--- src/design/crs_pkg.sv ---
// crs_pkg: shared constants, types and codes of the range sum counter
`timescale 1ns / 1ps

package crs_pkg;

    // capacity and field widths
    localparam int MAX_ITEMS = 256;
    localparam int DATA_W    = 32;
    localparam int SUM_W     = DATA_W + $clog2(MAX_ITEMS);
    localparam int BOUND_W   = SUM_W + 1;
    localparam int FILL_W    = $clog2(MAX_ITEMS + 1);
    localparam int CNT_W     = $clog2(MAX_ITEMS + 2);
    localparam int COUNT_W   = 16;
    localparam int CFG_IDX_W = 1;

    typedef logic [FILL_W-1:0]          t_fill;
    typedef logic [CNT_W-1:0]           t_cnt;
    typedef logic signed [SUM_W-1:0]    t_sum;
    typedef logic signed [BOUND_W-1:0]  t_bound;
    typedef logic [CFG_IDX_W-1:0]       t_cfg_idx;

    // fill level at which the prefix row is full
    localparam t_fill FILL_MAX = FILL_W'(MAX_ITEMS);

    // configuration register indexes
    localparam t_cfg_idx REG_WINDOW_LOW  = CFG_IDX_W'(0);
    localparam t_cfg_idx REG_WINDOW_HIGH = CFG_IDX_W'(1);

    // sequencer states
    typedef enum logic [2:0] {
        S_IDLE,
        S_BOUND,
        S_SCAN,
        S_UPDATE,
        S_EMIT
    } t_state;

    // broadcast from the sequencer to every cell of the row
    typedef struct packed {
        logic   wr_en;
        t_fill  wr_idx;
        t_sum   wr_data;
        t_bound lo;
        t_bound hi;
        t_fill  fill;
    } t_bcast;

endpackage

--- src/design/crs_cell.sv ---
// crs_cell: one stored prefix, its window match and one stage of the count ripple
`timescale 1ns / 1ps

module crs_cell (
    input  logic              i_clk,
    input  crs_pkg::t_bcast   i_bcast,
    input  crs_pkg::t_fill    i_idx,
    input  crs_pkg::t_cnt     i_count,
    output crs_pkg::t_cnt     o_count
);

    crs_pkg::t_sum   r_prefix;
    crs_pkg::t_cnt   r_count;
    crs_pkg::t_bound w_prefix_ext;
    logic            w_hit;

    // prefix store, written when the broadcast addresses this cell
    always_ff @(posedge i_clk) begin
        if (i_bcast.wr_en && (i_bcast.wr_idx == i_idx)) begin
            r_prefix <= i_bcast.wr_data;
        end
    end

    // match: cell holds a live prefix inside [lo, hi]
    assign w_prefix_ext = {r_prefix[crs_pkg::SUM_W-1], r_prefix};
    assign w_hit = (i_idx <= i_bcast.fill)
                && ($signed(w_prefix_ext) >= $signed(i_bcast.lo))
                && ($signed(w_prefix_ext) <= $signed(i_bcast.hi));

    // running count handed on to the next cell
    always_ff @(posedge i_clk) begin
        r_count <= i_count + crs_pkg::t_cnt'(w_hit);
    end

    assign o_count = r_count;

endmodule

--- config.mk ---
export PLATFORM = sky130hd
export DESIGN_NAME = crs_cell
export DESIGN_NICKNAME = d
export VERILOG_FILES = /design/src/design/crs_pkg.sv /design/src/design/crs_cell.sv
export SDC_FILE = /design/constraint.sdc
export NUM_CORES = 1
export LEC_CHECK = 0
export ABC_CLOCK_PERIOD_IN_PS = 9100
export BUFFER_PORTS_ARGS = -buffer_cell sky130_fd_sc_hd__buf_2
export CORE_AREA = 2 2 90 92
export DETAILED_ROUTE_END_ITERATION = 10
export DIE_AREA = 0 0 92 94
export HOLD_SLACK_MARGIN = 0.02
export PLACE_DENSITY = 0.9
export SLEW_MARGIN = 20
export SYNTH_ARGS = -nofsm -noshare
export SYNTH_HDL_FRONTEND = slang
export SYNTH_SLANG_ARGS = --single-unit
--- constraint.sdc ---
create_clock -name i_clk -period 9.1 [get_ports i_clk]
set_input_delay 0.455 -clock i_clk [delete_from_list [all_inputs] [get_ports i_clk]]
set_output_delay 0.455 -clock i_clk [all_outputs]
set_load 0.03 [all_outputs]
# After elaboration in Yosys (flattened, before gate mapping)
# Cells that the tools add are included.
totals:
  ff_bits: 49
  input_bits: 160
  output_inout_bits: 9
  word_cells: 10
classes:
  n_addsub: 1
  magnitude_cmp: 3
  eq_ne: 1
  reduce_logical: 3
ops:
  columns: ["op", "count"]
  rows:
  - ["$ge A40 B41 Y1", 1]
  - ["$le A40 B41 Y1", 1]
  - ["$add A9 B1 Y9", 1]
  - ["$eq A9 B9 Y1", 1]
  - ["$le A9 B9 Y1", 1]
  - ["$logic_and A1 B1 Y1", 3]

# Logic depth before layout (Yosys ltp)
depth:
  word_depth: 4
  depth_mapped: 12
  depth_no_buf: 12

# Worst setup path after synthesis
# Ideal clock, no wire load.
synth_path:
  kind: "input-to-reg"
  start: "input port i_idx[1]"
  end: "register r_prefix[0] (enable)"
  setup_ns: 0.487
  t_arrival_ns: 3.479
  required_time_ns: 8.613
  path_slack_ns: 5.134
  stages: 3
  n_path_buf: 0
  path_cell_list: "xnor2_1 -> nand4_1 -> nor3_1"
synth_via:
  elab_chain_cells: 2
synth_lines:
  columns: ["item", "line_no", "source"]
  rows:
  - ["start, declared", "crs_cell.sv:7", "input crs_pkg::t_fill i_idx,"]
  - ["$eq A9 B9 Y1", "crs_cell.sv:19", "if (i_bcast.wr_en && (i_bcast.wr_idx == i_idx)) begin"]
  - ["$logic_and A1 B1 Y1", "crs_cell.sv:19", null]
  - ["end signal, assigned", "crs_cell.sv:20", "r_prefix <= i_bcast.wr_data;"]
  - ["end, declared", "crs_cell.sv:12", "crs_pkg::t_sum r_prefix;"]
# Every way passes these cells.
# A chain may end at the register's enable or synchronous reset.

# Worst setup path after layout
layout_path:
  start: "register r_prefix[38]"
  end: "register r_count[8] (netlist: o_count[8])"
layout_via:
  elab_chain_cells: 4
  word_cells_on_any_way: 5
  cone_classes: "add/sub (1); order compare (2); reduce/logical (2)"
layout_lines:
  columns: ["item", "line_no", "source"]
  rows:
  - ["$ge A40 B41 Y1", "crs_cell.sv:27", "&& ($signed(w_prefix_ext) >= $signed(i_bcast.lo))"]
  - ["$logic_and A1 B1 Y1", "crs_cell.sv:27", null]
  - ["$logic_and A1 B1 Y1 (*)", "crs_cell.sv:28", "&& ($signed(w_prefix_ext) <= $signed(i_bcast.hi));"]
  - ["$add A9 B1 Y9 (*)", "crs_cell.sv:32", "r_count <= i_count + crs_pkg::t_cnt'(w_hit);"]
  - ["end signal, assigned", "crs_cell.sv:32", null]
  - ["end, declared", "crs_cell.sv:13", "crs_pkg::t_cnt r_count;"]
# Every way passes the cells marked *; elsewhere a longest branch is shown, timed or not.

==> flow_summary_export.csv <==
group,metric,value,unit
run_status,status,"completed",
timing,skew,10.3,ps
synth,synth-seq-cells,49,
floorplanning,die_h,94,um
finish,finalNonFillerCells,686,
drt,first_pass_iters,4,
power_and_ir_drop,powerDensity,101,mW/mm^2
synth,syn-cell-area,0.00396,mm^2
global_routing,grt_first_pass_wirelength,15900,um
setup_path,crit_top_cell,"ha_1",
synth,syn_area_per_cell,9.74,um^2
cts,post_cts_buffers,0,
setup_path,slowest_delay,530,ps
place,gp_congestion,0.860,
cts,cts.reportedPaths.clkPinSlew,100,ps
drt,wire_per_inst,14.5,um
synth,yosysSeqAreaShare,0.348,
synth,syn_inst,407,
drt,routed_wl,9960,um
floorplanning,die-width,92,um
setup_path,cp_max_fo,4,
synth,synthArstFlopShare,0,
cts,post_cts_resized,0,
drt,drt-initial-drc-count,78,
place,portBuffers,168,
finish,area_growth,27.5,%
finish,final_cell_mix,"168 x buf_2, 94 x inv_1, 93 x ha_1, 40 x edfxtp_1, 25 x a21oi_1",
finish,fin_util,0.664,
setup_path,startpoint_type,"register",
floorplanning,ios,169,
floorplanning,die_area,0.00865,mm^2
synth,synth_fp_nets,660,
synth,synth.distinct_cells,40,
timing,finalSetupTns,0,ps
timing,rsz0062_at_grt,"false",
timing,slew_headroom,0.656,
floorplanning,rows,32,
synth,synth_edf_count,40,
timing,finalCriticalPeriod,3140,ps
drt,ant_nets,0,
drt,drc_errors,0,
floorplanning,core_area,0.00761,mm^2
power_and_ir_drop,peakVddDrop,0.0944,mV
cts,clk_latency,300,ps
place,post-dp-hpwl,8670,um
setup_path,cp-end-kind,"register",
drt,num_vias,3562,
finish,diodes,0,
timing,slew_violations,0,
global_routing,antenna_found_initial,0,
worst_hold_path,holdCritPathClass,"in2reg",
power_and_ir_drop,p_leak,2.73,nW
cts,clock-sinks,49,
cts,cts-root-buf,"clkbuf_8",
timing,final-hold-violation-count,0,
floorplanning,initial_core_util,0.521,
synth,ys_warn_count,0,
setup_path,crit_type,"reg2reg",
cts,postCtsHoldBufs,0,
timing,tightest_slew,503,ps
setup_path,crit_family,"compound AO/OA/AOI/OAI gates",
setup_path,worstPathArrival,3340,ps
synth,ys.flop_type,"edfxtp_1",
timing,max_freq,0.318,GHz
drt,vias_per_cell,5.19,
global_routing,grt_usage,0.230,
setup_path,cp_num_buf_inv,0,
cts,clockBufferDepth,2,
cts,cts_buffers,5,
finish,final_common_cell,"buf_2",
cts,tritoncts,"yes",
global_routing,grt_max_degree,41,
timing,setup_violations,0,
setup_path,slowest_stage,"a2111oi_0",
timing,final.period_utilization,0.345,
finish,drive_above_1_share,0.315,
finish,nNetsFinal,836,
global_routing,overflow,0,
place,post-place-cells,678,
global_routing,grt_pass1_vias,3759,
cts,cts-htree-levels,2,
flow_run,max_cap_viol_count,0,
setup_path,cp_cell_sequence,"ha_1 -> and4_1 -> a21oi_1 -> o221ai_1 -> a2111oi_0 -> a211oi_1 -> a211oi_2 -> ha_1 -> ha_1 -> nand4_1 -> xnor2_1",
setup_path,worstPathRequired,9300,ps
final timing paths:
kind         slack [ps]    startpoint  cells past startpoint           end
max                5960  r_prefix[38]                     11    o_count[8]
min                 320  i_bcast[125]                      1  r_prefix[34]
max reg2reg        5960  r_prefix[38]                     11    o_count[8]
min reg2reg        1140  r_prefix[39]                      4    o_count[0]
worst reg2reg max path, delay by kind of cell (launching register included):
family,cells,cell delay (ps)
AOI/OAI and AO/OA,5,1260
DFF,1,430
adders and majority gates,3,840
xor gates and xnor gates,1,140
and+or+nand+nor,2,360
power breakdown:
part	switching [W]	leakage, nW	internal (W)
Combinational	0.0000566	2.24	0.0000566
Sequential	0.00000100	0.435	0.000245
Clock	0.0000783	0.0569	0.0000716
Total	0.000136	2.73	0.000373
per-stage QoR:
step	hold slack, ps	cell area, um^2	setup slack, ps	total power [W]
after floorplan	552	3960	5130	0.000309
after global placement	631	4940	5840	0.000358
after detailed placement	634	4940	5780	0.000364
after CTS	313	5050	5920	0.000512
after global routing	304	5050	5820	0.000536
final	317	5050	5960	0.000509
synthesized netlist by cell type (all sizes together) (3+ instances only):
library cell / instances / area share
inv: 94 / 0.089
ha: 93 / 0.29
edfxtp: 40 / 0.30
a21oi: 26 / 0.034
nand2: 20 / 0.019
nand4: 18 / 0.028
xnor2: 15 / 0.033
o21ai: 13 / 0.016
nand3: 12 / 0.015
nor2: 11 / 0.010
dfxtp: 9 / 0.045
a21o: 8 / 0.015
a211oi: 6 / 0.013
and3: 5 / 0.0085
and4: 4 / 0.0088
a221o: 3 / 0.0076
a31oi: 3 / 0.0085
o21a: 3 / 0.0057
sequential cells by signal, indices dropped and copies added, names as in the netlist:
| signal | cells |
|---|---|
| o_count | 9 |
| r_prefix | 40 |
area by class of cell:
class / count / area, um^2
fillers: 619 / 2550
multi-input cells: 264 / 2230
flip-flops and latches: 49 / 1380
repair buffers: 169 / 848
inverters: 94 / 353
well taps: 102 / 128
clock buffers: 6 / 93.8
clock inverters: 2 / 15.0
per-layer routing:
layer / vias up / part of all wire / global-route usage
li1: 1801 / - / -
met2: 136 / 0.52 / 0.456
met5: - / 0 / 0
met1: 1611 / 0.40 / 0.248
met3: 14 / 0.067 / 0.0425
met4: 0 / 0.014 / 0.0572
cells by family after synthesis:
| group | after synthesis | synth area share |
|---|---|---|
| AOI/OAI and AO/OA | 75 | 0.126 |
| xor gates and xnor gates | 16 | 0.0354 |
| adders and majority gates | 93 | 0.294 |
| buffers and inverters | 94 | 0.0890 |
| DFF | 49 | 0.348 |
| and+or+nand+nor | 80 | 0.107 |
No activity file was read; power rests on OpenSTA's default activity.
